$ cat src/rtl/ksa_pkg.sv
// Shared constants, types and codes for the kernel splat accumulator.
// Used by ksa_window and kernel_splat_accumulator; depends on nothing else.

package ksa_pkg;

  // Grid and stamp geometry
  localparam int GRID_WIDTH   = 256;
  localparam int GRID_HEIGHT  = 256;
  localparam int STAMP_RADIUS = 16;

  localparam int STAMP_SIDE  = 2 * STAMP_RADIUS;
  localparam int GRID_CELLS  = GRID_WIDTH * GRID_HEIGHT;
  localparam int STAMP_CELLS = STAMP_SIDE * STAMP_SIDE;
  localparam int SWEEP_CELLS = (GRID_CELLS > STAMP_CELLS) ? GRID_CELLS : STAMP_CELLS;

  localparam int GAW = $clog2(GRID_CELLS);
  localparam int SAW = $clog2(STAMP_CELLS);
  localparam int SWW = $clog2(SWEEP_CELLS);
  localparam int SCW = $clog2(STAMP_SIDE);

  // Coordinate width: enough for any 8-bit position plus the radius, and for the grid edge
  localparam int CMAX_W = (GRID_WIDTH > 256) ? GRID_WIDTH : 256;
  localparam int CMAX_H = (GRID_HEIGHT > CMAX_W) ? GRID_HEIGHT : CMAX_W;
  localparam int CW     = $clog2(CMAX_H + STAMP_RADIUS + 1);

  localparam int POS_W   = 8;
  localparam int SIDX_W  = 5;
  localparam int VAL_W   = 8;

  localparam int IN_DATA_W  = 40;
  localparam int IN_USER_W  = 3;
  localparam int OUT_DATA_W = 8;
  localparam int OUT_USER_W = 1;

  typedef enum logic [1:0] {
    CMD_CLEAR = 2'd0,
    CMD_LOAD  = 2'd1,
    CMD_ADD   = 2'd2,
    CMD_READ  = 2'd3
  } cmd_t;

  typedef enum logic [2:0] {
    ST_INIT,
    ST_CLEAR,
    ST_IDLE,
    ST_SPLAT,
    ST_READ,
    ST_DONE
  } state_t;

  // One access of the splat window: grid cell and the stamp entry that lands on it
  typedef struct packed {
    logic           valid;
    logic           last;
    logic [GAW-1:0] gaddr;
    logic [SAW-1:0] saddr;
  } win_acc_t;

endpackage

$ cat src/rtl/ksa_window.sv
// Splat window walker: clips the stamp window to the grid and steps through it,
// one grid cell and matching stamp entry per cycle. Depends on ksa_pkg.

module ksa_window import ksa_pkg::*; (
  input  logic             clk,
  input  logic             rst_n,
  input  logic             start,
  input  logic [POS_W-1:0] pos_x,
  input  logic [POS_W-1:0] pos_y,
  output logic             empty,
  output win_acc_t         acc
);

  localparam logic [CW-1:0] RAD_C   = CW'(STAMP_RADIUS);
  localparam logic [CW-1:0] WIDTH_C = CW'(GRID_WIDTH);
  localparam logic [CW-1:0] HEIGHT_C = CW'(GRID_HEIGHT);
  localparam logic [GAW-1:0] ROW_STEP = GAW'(GRID_WIDTH);
  localparam logic [SAW-1:0] SROW_STEP = SAW'(STAMP_SIDE);

  logic           active_r, active_nxt;
  logic [CW-1:0]  cx_r, cx_nxt;
  logic [CW-1:0]  cy_r, cy_nxt;
  logic [CW-1:0]  x_lo_r, x_lo_nxt;
  logic [CW-1:0]  x_last_r, x_last_nxt;
  logic [CW-1:0]  y_last_r, y_last_nxt;
  logic [SCW-1:0] sc_r, sc_nxt;
  logic [SCW-1:0] sc0_r, sc0_nxt;
  logic [GAW-1:0] grow_r, grow_nxt;
  logic [SAW-1:0] srow_r, srow_nxt;

  logic [CW-1:0]  xe, ye, x_lo, x_hi, y_lo, y_hi;
  logic [SCW-1:0] sc0, sr0;
  logic           row_end, col_end;

  always_comb begin
    xe   = CW'(pos_x);
    ye   = CW'(pos_y);
    x_lo = (xe >= RAD_C) ? xe - RAD_C : '0;
    y_lo = (ye >= RAD_C) ? ye - RAD_C : '0;
    x_hi = (xe + RAD_C > WIDTH_C) ? WIDTH_C : xe + RAD_C;
    y_hi = (ye + RAD_C > HEIGHT_C) ? HEIGHT_C : ye + RAD_C;
    empty = (x_lo >= x_hi) || (y_lo >= y_hi);
    sc0  = SCW'(x_lo + RAD_C - xe);
    sr0  = SCW'(y_lo + RAD_C - ye);
  end

  assign col_end = (cx_r == x_last_r);
  assign row_end = (cy_r == y_last_r);

  always_comb begin
    active_nxt = active_r;
    cx_nxt     = cx_r;
    cy_nxt     = cy_r;
    x_lo_nxt   = x_lo_r;
    x_last_nxt = x_last_r;
    y_last_nxt = y_last_r;
    sc_nxt     = sc_r;
    sc0_nxt    = sc0_r;
    grow_nxt   = grow_r;
    srow_nxt   = srow_r;
    if (start) begin
      active_nxt = !empty;
      cx_nxt     = x_lo;
      cy_nxt     = y_lo;
      x_lo_nxt   = x_lo;
      x_last_nxt = x_hi - CW'(1);
      y_last_nxt = y_hi - CW'(1);
      sc_nxt     = sc0;
      sc0_nxt    = sc0;
      grow_nxt   = GAW'(int'(y_lo) * GRID_WIDTH);
      srow_nxt   = SAW'(int'(sr0) * STAMP_SIDE);
    end else if (active_r) begin
      if (col_end) begin
        // wrap to the next row of the window
        cx_nxt   = x_lo_r;
        sc_nxt   = sc0_r;
        cy_nxt   = cy_r + CW'(1);
        grow_nxt = grow_r + ROW_STEP;
        srow_nxt = srow_r + SROW_STEP;
        if (row_end) begin
          active_nxt = 1'b0;
        end
      end else begin
        cx_nxt = cx_r + CW'(1);
        sc_nxt = sc_r + SCW'(1);
      end
    end
  end

  always_ff @(posedge clk) begin
    if (!rst_n) begin
      active_r <= 1'b0;
    end else begin
      active_r <= active_nxt;
    end
  end

  always_ff @(posedge clk) begin
    cx_r     <= cx_nxt;
    cy_r     <= cy_nxt;
    x_lo_r   <= x_lo_nxt;
    x_last_r <= x_last_nxt;
    y_last_r <= y_last_nxt;
    sc_r     <= sc_nxt;
    sc0_r    <= sc0_nxt;
    grow_r   <= grow_nxt;
    srow_r   <= srow_nxt;
  end

  assign acc.valid = active_r;
  assign acc.last  = col_end && row_end;
  assign acc.gaddr = grow_r + GAW'(cx_r);
  assign acc.saddr = srow_r + SAW'(sc_r);

endmodule

$ cat config.mk
export PLATFORM = sky130hd
export DESIGN_NAME = ksa_window
export DESIGN_NICKNAME = d
export VERILOG_FILES = /design/src/rtl/ksa_pkg.sv /design/src/rtl/ksa_window.sv
export SDC_FILE = /design/constraint.sdc
export NUM_CORES = 1
export LEC_CHECK = 0
export CORE_MARGIN = 1
export CORE_UTILIZATION = 29
export DETAILED_ROUTE_END_ITERATION = 12
export DONT_BUFFER_PORTS = 1
export PLACE_DENSITY = 0.46
export SLEW_MARGIN = 5
export SYNTH_ARGS = -nofsm -noshare
export SYNTH_HDL_FRONTEND = slang
export SYNTH_SLANG_ARGS = --single-unit
$ cat constraint.sdc
create_clock -name clk -period 5.3 [get_ports clk]
set_clock_uncertainty 0.2 [all_clocks]
set_input_delay 0.53 -clock clk [delete_from_list [all_inputs] [get_ports clk]]
set_output_delay 0.53 -clock clk [all_outputs]
set_load 0.005 [all_outputs]
==> results.py, run 1 <==
metrics = {
    "route": {
        "post_drt_wl_per_cell_um": 16.6,
        "detailroute.via_count": 3390,
        "drt_drc_violations_left": 0,
        "router_iterations_before_antenna_repair": 4,
        "route.final.wire_length_mm": 11.4,
        "route.detailed.vias_per_inst": 4.94,
        "number_of_drc_violations_after_detailed_routing_iteration_0": 198,
        "final_antenna_net_count": 0,
    },
    "synthesis": {
        "synth.distinct_cells": 57,
        "synth_flop_cell": "sky130_fd_sc_hd__edfxtp_1",
        "synth_edf_count": 68,
        "fraction_of_synthesis_flops_using_an_asynchronous_set_or_reset_pin": 0,
        "ys_ff_latch": 69,
        "syn-cell-area_um2": 4850,
        "post_synth.cell_area_avg_um2": 10.2,
        "sequential_share_of_the_synthesized_area": 0.425,
        "synthCells": 475,
        "yosysWarnings": 0,
    },
    "critical_path": {
        "worst_r2r_startpoint": "cx_r[0]$_DFFE_PP_",
        "critPathMaxStageDelay_ns": 0.33,
        "cp.depth": 12,
        "cp_data_required_time_ns": 4.57,
        "cp_slowest_cell": "sky130_fd_sc_hd__or2_2",
        "regToRegEndpoint": "grow_r[14]$_DFFE_PP_",
        "critical_path.endpoint_type": "output pin",
        "worst_r2r_path_depth": 3,
        "path_class": "in -> out",
        "critical-path-top-delay-family": "compound AO/OA/AOI/OAI gates",
        "critical_path.endpoint": "empty",
        "worst_setup_startpoint": "pos_y[5]",
        "path_max_fanout": 7,
        "critPathArrivalTime_ns": 2.89,
        "r2r_slack_ns": 2.56,
        "count_of_buffer_and_inverter_cells_on_the_critical_path": 2,
        "timing.critical_path.from_type": "input port",
        "critical_path.cell_chain": "inv_1 -> ha_1 -> a211oi_2 -> a21oi_1 -> a21oi_1 -> inv_1 -> ha_1 -> a211oi_1 -> nor2_1 -> nor4_1 -> o31ai_1 -> or2_2",
    },
    "floorplan": {
        "die_width_um": 131,
        "coreArea_um2": 16100,
        "die_y_extent_um": 131,
        "num_rows": 46,
        "fp.dieArea_um2": 17300,
        "io_pins": 48,
        "initial_core_utilization": 0.301,
    },
    "sta": {
        "worst_slew_pin_slew_ns": 1.09,
        "setup-tns-final_ns": 0,
        "report.final.hold_viol_count": 0,
        "max_clock_freq_mhz": 277,
        "max-slew-margin-rel": 0.276,
        "min_period_ns": 3.62,
        "report.final.setup_viol": 0,
        "post-route-period-util": 0.682,
        "drv_slew": 0,
        "rsz0062_at_grt": "no",
    },
    "grt": {
        "grt.total_usage": 0.136,
        "grt.met1_usage": 0.187,
        "grt_antenna_before_repair": 0,
        "grt-ovfl-total": 0,
        "first_global_vias": 3311,
        "grtUsageMet3": 0.0328,
        "grt_start_max_net_pins": 103,
        "global_route_wire_length_before_repair_mm": 18.2,
        "grt_busiest_layer": "met2",
        "grt_util_met2": 0.205,
    },
    "power": {
        "leakage_uw": 0.00204,
        "vdd_drop_max_uv": 153,
        "power_density_cells_nw_per_um2": 291,
    },
    "placement": {
        "gp_congestion": 0.810,
        "post_dp_cell_area_um2": 5010,
        "hpwl_after_dpl_mm": 8.18,
        "io_buffers": 0,
    },
    "worst_hold_path": {
        "hold_crit_start": "start",
        "min_delay_path_depth": 0,
        "timing.hold.worst.class": "in -> reg",
    },
    "run_status": {
        "status": "finished, final reports clean",
    },
    "clocking": {
        "clkTransAtPathRegs_ns": 0.06,
        "cts_hold_buffers": 0,
        "cts_setup_buffers": 0,
        "worstSkewPairLatency_ns": 0.34,
        "tritoncts": "built",
        "ctsLongestPathBuffers": 2,
        "cts-root-buf": "sky130_fd_sc_hd__clkbuf_16",
        "tritoncts.num_buffers": 9,
        "cts.htree.levels": 3,
        "resize_count_post_cts": 0,
        "tritoncts_num_sinks": 69,
    },
    "final_layout": {
        "synthToLayoutAreaGrowth_pct": 8.74,
        "drive_gt1_frac": 0.0681,
        "layout_net_count": 527,
        "fillCellCount": 1678,
        "antenna-diode-count": 0,
        "final_cell_area_um2": 5280,
    },
    "job": {
        "cap_viol_max_count": 0,
    },
}
==> registers in the layout, summed over array words and instances, names as in the netlist <==
name	cells
sc0_r	5
x_last_r	9
srow_r	5
y_last_r	9
active_r	1
x_lo_r	9
cx_r	9
grow_r	8
sc_r	5
cy_r	9
==> worst min-delay path by stage <==
| stage | end | slack (ns) |
|---|---|---|
| after floorplan | active_r$_SDFF_PN0_ | 0.29 |
| after global placement | sc_r[0]$_DFFE_PP_ | 0.36 |
| after detailed placement | sc_r[0]$_DFFE_PP_ | 0.38 |
| after CTS | x_last_r[8]$_DFFE_PP_ | 0.1 |
| after global routing | sc0_r[1]$_DFFE_PP_ | 0.11 |
| final | sc0_r[1]$_DFFE_PP_ | 0.13 |
==> cell type report <==
cell class	instances	area (µm²)	share of cell area
well taps	216	270	0.0512
repair buffers	1	7.51	0.00142
inverters	23	86.3	0.0164
clock inverters	6	40.0	0.00758
multi-input cells	361	2580	0.489
flip-flops and latches	69	2060	0.391
clock buffers	10	229	0.0434
==> cell usage in the layout, fill, tap and decap left out, types with 3 or more instances in the layout <==
master	synthesis	final
sky130_fd_sc_hd__ha_1	41	41
sky130_fd_sc_hd__and2_1	3	3
sky130_fd_sc_hd__nor2b_1	5	5
sky130_fd_sc_hd__nand4_1	6	6
sky130_fd_sc_hd__nor3_1	4	4
sky130_fd_sc_hd__mux2_2	3	3
sky130_fd_sc_hd__clkinv_2	0	3
sky130_fd_sc_hd__inv_1	23	23
sky130_fd_sc_hd__edfxtp_1	68	68
sky130_fd_sc_hd__or2_2	3	3
sky130_fd_sc_hd__a21oi_1	24	24
sky130_fd_sc_hd__xnor2_1	33	33
sky130_fd_sc_hd__conb_1	1	6
sky130_fd_sc_hd__o21ai_1	3	3
sky130_fd_sc_hd__mux2i_1	12	12
sky130_fd_sc_hd__xor2_1	28	28
sky130_fd_sc_hd__clkbuf_16	0	9
sky130_fd_sc_hd__o21a_1	5	5
sky130_fd_sc_hd__and3_1	3	3
sky130_fd_sc_hd__nand3_1	25	25
sky130_fd_sc_hd__nor2_1	32	32
sky130_fd_sc_hd__o21ai_0	25	25
sky130_fd_sc_hd__nand3b_1	3	3
sky130_fd_sc_hd__nand2_1	53	53
==> where the power goes <==
| group | switching (µW) | total (µW) | leakage (µW) | internal (µW) |
|---|---|---|---|---|
| clock network | 244 | 560 | 0.000132 | 316 |
| registers | 57.8 | 729 | 0.000677 | 671 |
| logic | 133 | 246 | 0.00123 | 113 |
==> layer usage <==
| metal | wire, µm | share of wire |
|---|---|---|
| met2 | 4990 | 0.44 |
| met4 | 177 | 0.016 |
| met5 | 0 | 0 |
| met3 | 696 | 0.061 |
| met1 | 5510 | 0.48 |
==> through the flow <==
stage                util  hold slack, ns  setup WS (ns)  total power (µW)  cells
floorplan               -           0.295           1.93               940    480
global placement    0.311           0.362           1.80               985    670
detailed placement  0.311           0.375           1.70               989    670
CTS                 0.328          0.0982           1.68              1560    686
global route        0.328           0.115           1.45              1610    686
finish              0.328           0.128           1.68              1540    686
==> kinds of logic after synthesis <==
kind of cell	count (synthesis)	share of synthesized area
buffers and inverters	50	0.0469
AOI/OAI and AO/OA	83	0.109
xor gates and xnor gates	62	0.113
and+or+nand+nor	151	0.157
DFF	69	0.425
other	1	0.000772
adders and majority gates	43	0.114
muxes	16	0.0348
==> cell usage after synthesis (3+ instances only) <==
library cell	number	area (µm²)
sky130_fd_sc_hd__and3_1	3	18.8
sky130_fd_sc_hd__nor2_1	32	120
sky130_fd_sc_hd__clkbuf_1	14	52.6
sky130_fd_sc_hd__mux2_2	3	33.8
sky130_fd_sc_hd__and2_1	3	18.8
sky130_fd_sc_hd__mux2i_1	12	120
sky130_fd_sc_hd__ha_1	41	513
sky130_fd_sc_hd__nand2_1	53	199
sky130_fd_sc_hd__xor2_1	28	245
sky130_fd_sc_hd__or2_2	3	18.8
sky130_fd_sc_hd__o21ai_1	3	15.0
sky130_fd_sc_hd__o21a_1	5	37.5
sky130_fd_sc_hd__nor3_1	4	20.0
sky130_fd_sc_hd__xnor2_1	33	289
sky130_fd_sc_hd__edfxtp_1	68	2040
sky130_fd_sc_hd__nand4_1	6	37.5
sky130_fd_sc_hd__inv_1	23	86.3
sky130_fd_sc_hd__o21ai_0	25	125
sky130_fd_sc_hd__nor2b_1	5	31.3
sky130_fd_sc_hd__nand3b_1	3	22.5
sky130_fd_sc_hd__nand3_1	25	125
sky130_fd_sc_hd__buf_4	10	75.1
sky130_fd_sc_hd__a21oi_1	24	120
Power figures use the tool's default switching activity.
==> run 2: changes to the inputs <==
--- a/config.mk
+++ b/config.mk
@@ -5,11 +5,12 @@
 export SDC_FILE = /design/constraint.sdc
 export NUM_CORES = 1
 export LEC_CHECK = 0
+export ABC_AREA = 1
 export CORE_MARGIN = 1
 export CORE_UTILIZATION = 29
 export DETAILED_ROUTE_END_ITERATION = 12
 export DONT_BUFFER_PORTS = 1
-export PLACE_DENSITY = 0.46
+export PLACE_DENSITY = 0.47
 export SLEW_MARGIN = 5
 export SYNTH_ARGS = -nofsm -noshare
 export SYNTH_HDL_FRONTEND = slang
==> constraint.sdc (replaced) <==
create_clock -name clk -period 3.29 [get_ports clk]
set_clock_uncertainty 0.2 [all_clocks]
set_input_delay 0.329 -clock clk [delete_from_list [all_inputs] [get_ports clk]]
set_output_delay 0.329 -clock clk [all_outputs]
set_load 0.005 [all_outputs]
==> run 2 against run 1 <==
  * Register-to-register slack lost 1.5 ns
  * Largest power group unchanged
  * Clock power grew 95%
  * Count of clock-buffer cells in the layout shrank 1
  * Synthesized cell count grew 38%
  * Combinational power grew 84%
  * Worst setup slack lost 1.1 ns
  * Global-route usage grew 0.97 points
  * Via count grew 18%
  * Routed wire length grew 11%
  * Area after synthesis grew 6.0%
  * Sequential share of layout area shrank 3.0 points
==> results.py, run 2 <==
metrics = {
    "run_status": {
        "status": "finished, final reports clean",
    },
    "sta": {
        "max_clock_freq_mhz": 363,
        "report.final.hold_viol_count": 0,
        "drv_slew": 0,
        "report.final.setup_viol": 0,
        "rsz0062_at_grt": "no",
        "finalWorstSetupSlack_ns": 0.537,
        "worst_slew_pin_slew_ns": 0.697,
        "max-slew-margin-rel": 0.534,
        "post-route-period-util": 0.837,
        "setup-tns-final_ns": 0,
        "min_period_ns": 2.75,
        "worst_hold_slack_ns": 0.00506,
    },
    "critical_path": {
        "cp_data_required_time_ns": 2.76,
        "count_of_buffer_and_inverter_cells_on_the_critical_path": 1,
        "critical_path.cell_chain": "nor2_1 -> nand2_1 -> nor2_2 -> nand3_1 -> nand2_1 -> inv_2 -> nor3_1 -> ha_1 -> a21oi_1 -> nand3_1 -> nor2_1 -> nand3_1",
        "critPathMaxStageDelay_ns": 0.44,
        "critPathMostFrequentCell": "sky130_fd_sc_hd__nand3_1",
        "critPathArrivalTime_ns": 2.22,
        "timing.critical_path.from_type": "input port",
        "path_max_fanout": 12,
        "cp_slowest_cell": "sky130_fd_sc_hd__nor3_1",
        "path_class": "in -> out",
        "critical-path-top-delay-family": "simple AND/OR/NAND/NOR gates",
        "critical_path.endpoint_type": "output pin",
    },
    "route": {
        "drt_drc_violations_left": 0,
        "router_iterations_before_antenna_repair": 4,
        "route.final.wire_length_mm": 12.6,
        "detailroute.via_count": 4010,
        "route.detailed.vias_per_inst": 4.51,
        "final_antenna_net_count": 0,
        "post_drt_wl_per_cell_um": 14.2,
        "number_of_drc_violations_after_detailed_routing_iteration_0": 265,
    },
    "power": {
        "power_density_cells_nw_per_um2": 474,
        "vdd_drop_max_uv": 226,
        "leakage_uw": 0.00273,
    },
    "clocking": {
        "cts.htree.levels": 3,
        "worstSkewPairLatency_ns": 0.33,
        "resize_count_post_cts": 0,
        "clkTransAtPathRegs_ns": 0.05,
        "cts-root-buf": "sky130_fd_sc_hd__clkbuf_16",
        "ctsLongestPathBuffers": 2,
        "tritoncts.num_buffers": 9,
        "tritoncts_num_sinks": 69,
        "tritoncts": "built",
    },
    "synthesis": {
        "synth_edf_count": 68,
        "syn-cell-area_um2": 5150,
        "post_synth.cell_area_avg_um2": 7.83,
        "synthDominantCellAreaShare": 0.397,
        "yosysWarnings": 0,
        "synth_common_cells": "sky130_fd_sc_hd__nand2_1, sky130_fd_sc_hd__inv_1, sky130_fd_sc_hd__edfxtp_1",
        "fraction_of_synthesis_flops_using_an_asynchronous_set_or_reset_pin": 0,
        "synth_largest_area_cell": "sky130_fd_sc_hd__edfxtp_1",
        "synthCells": 657,
        "sequential_share_of_the_synthesized_area": 0.401,
        "synth.distinct_cells": 37,
        "ys_ff_latch": 69,
        "synth_flop_cell": "sky130_fd_sc_hd__edfxtp_1",
        "synth_area_leaders": "sky130_fd_sc_hd__edfxtp_1, sky130_fd_sc_hd__nand2_1, sky130_fd_sc_hd__ha_1",
        "post-synth-top-count-cell": "sky130_fd_sc_hd__nand2_1",
    },
    "final_layout": {
        "antenna-diode-count": 0,
        "layout_net_count": 722,
        "mostFrequentLayoutCells": "sky130_fd_sc_hd__nand2_1, sky130_fd_sc_hd__inv_1, sky130_fd_sc_hd__edfxtp_1",
        "layoutNonFillerInstCount": 890,
        "postLayoutCoreUtil": 0.331,
        "drive_gt1_frac": 0.0511,
        "fillCellCount": 1826,
        "final_common_cell": "sky130_fd_sc_hd__nand2_1",
        "synthToLayoutAreaGrowth_pct": 11.2,
    },
    "grt": {
        "grt-ovfl-total": 0,
        "first_global_vias": 3962,
        "global_route_wire_length_before_repair_mm": 20.5,
        "grt_antenna_before_repair": 0,
        "grt.total_usage": 0.146,
        "grt_start_max_net_pins": 40,
    },
    "placement": {
        "hpwl_after_dpl_mm": 9.18,
        "detailedPlace.worstSlack_ns": 0.541,
        "gp_congestion": 0.834,
        "io_buffers": 0,
        "place.detailed.instances": 868,
    },
    "floorplan": {
        "io_pins": 48,
        "num_rows": 48,
        "die_y_extent_um": 135,
        "die_width_um": 135,
        "coreArea_um2": 17300,
        "initial_core_utilization": 0.298,
        "fp.dieArea_um2": 18300,
    },
    "job": {
        "cap_viol_max_count": 0,
    },
    "worst_hold_path": {
        "timing.hold.worst.class": "in -> reg",
    },
}
[run 2: worst reg2reg max path, delay by kind of cell, from the launching register on]
family	cells	cell delay [ns]
compound gates	1	0.16
buf+inv	2	0.42
flops	1	0.51
simple gates	5	0.57
[run 2: path summary, 6_finish.rpt]
path / startpoint / to / slack, ns / cells after the start
worst max-delay path: pos_x[0] / empty / 0.54 / 12
worst max register to register: cx_r[2]$_DFFE_PP_ / srow_r[8]$_DFFE_PP_ / 1.09 / 8
worst min-delay path: start / cx_r[5]$_DFFE_PP_ / 0.005 / 2
worst min register to register: sc0_r[2]$_DFFE_PP_ / sc_r[2]$_DFFE_PP_ / 0.42 / 4
[run 2: metrics by stage]
step           instance area, µm²  total power (µW)
4_1_cts                      5730              2740
2_1_floorplan                5170              1530
6_report                     5730              2720
3_5_place_dp                 5320              1630
5_1_grt                      5730              2860
3_3_place_gp                 5320              1620
[run 2: power breakdown]
part	total [µW]	internal (µW)	switching, µW
clock network	1090	736	357
registers	1170	1080	89.1
logic	452	174	278
total	2720	1990	724
[run 2: metal layers]
layer  track usage  up-vias  part of all wire
met1         0.200     1812              0.49
met4        0.0568        0             0.022
met3        0.0322       17             0.049
met2         0.222       90              0.44
met5             0        -                 0
li1              -     2091                 -
[run 2: kinds of logic after synthesis]
logic type               count (synthesis)  share of synthesized area
AO/OA/AOI/OAI                           53                     0.0566
adder cells (fa/ha/maj)                 43                      0.107
other                                    1                   0.000729
XOR/XNOR                                37                     0.0630
buffers and inverters                  122                      0.104
AND/OR/NAND/NOR                        332                      0.268
flip-flops                              69                      0.401
[run 2: final cells by class]
type	count	area (µm²)	area share
timing repair buffer	9	92.6	0.0162
tap	225	282	0.0492
clock buffer	9	225	0.0393
multi-input combinational	471	2570	0.450
clock inverter	7	114	0.0199
inverter	100	375	0.0656
sequential	69	2060	0.360
[run 2: what timing repair did]
item / 4_1_cts / 5_1_grt
hold endpoints to repair: 40 / 0
hold buffers: 6 / 0
buffers inserted: 0 / 0
setup endpoints to repair: 0 / 0
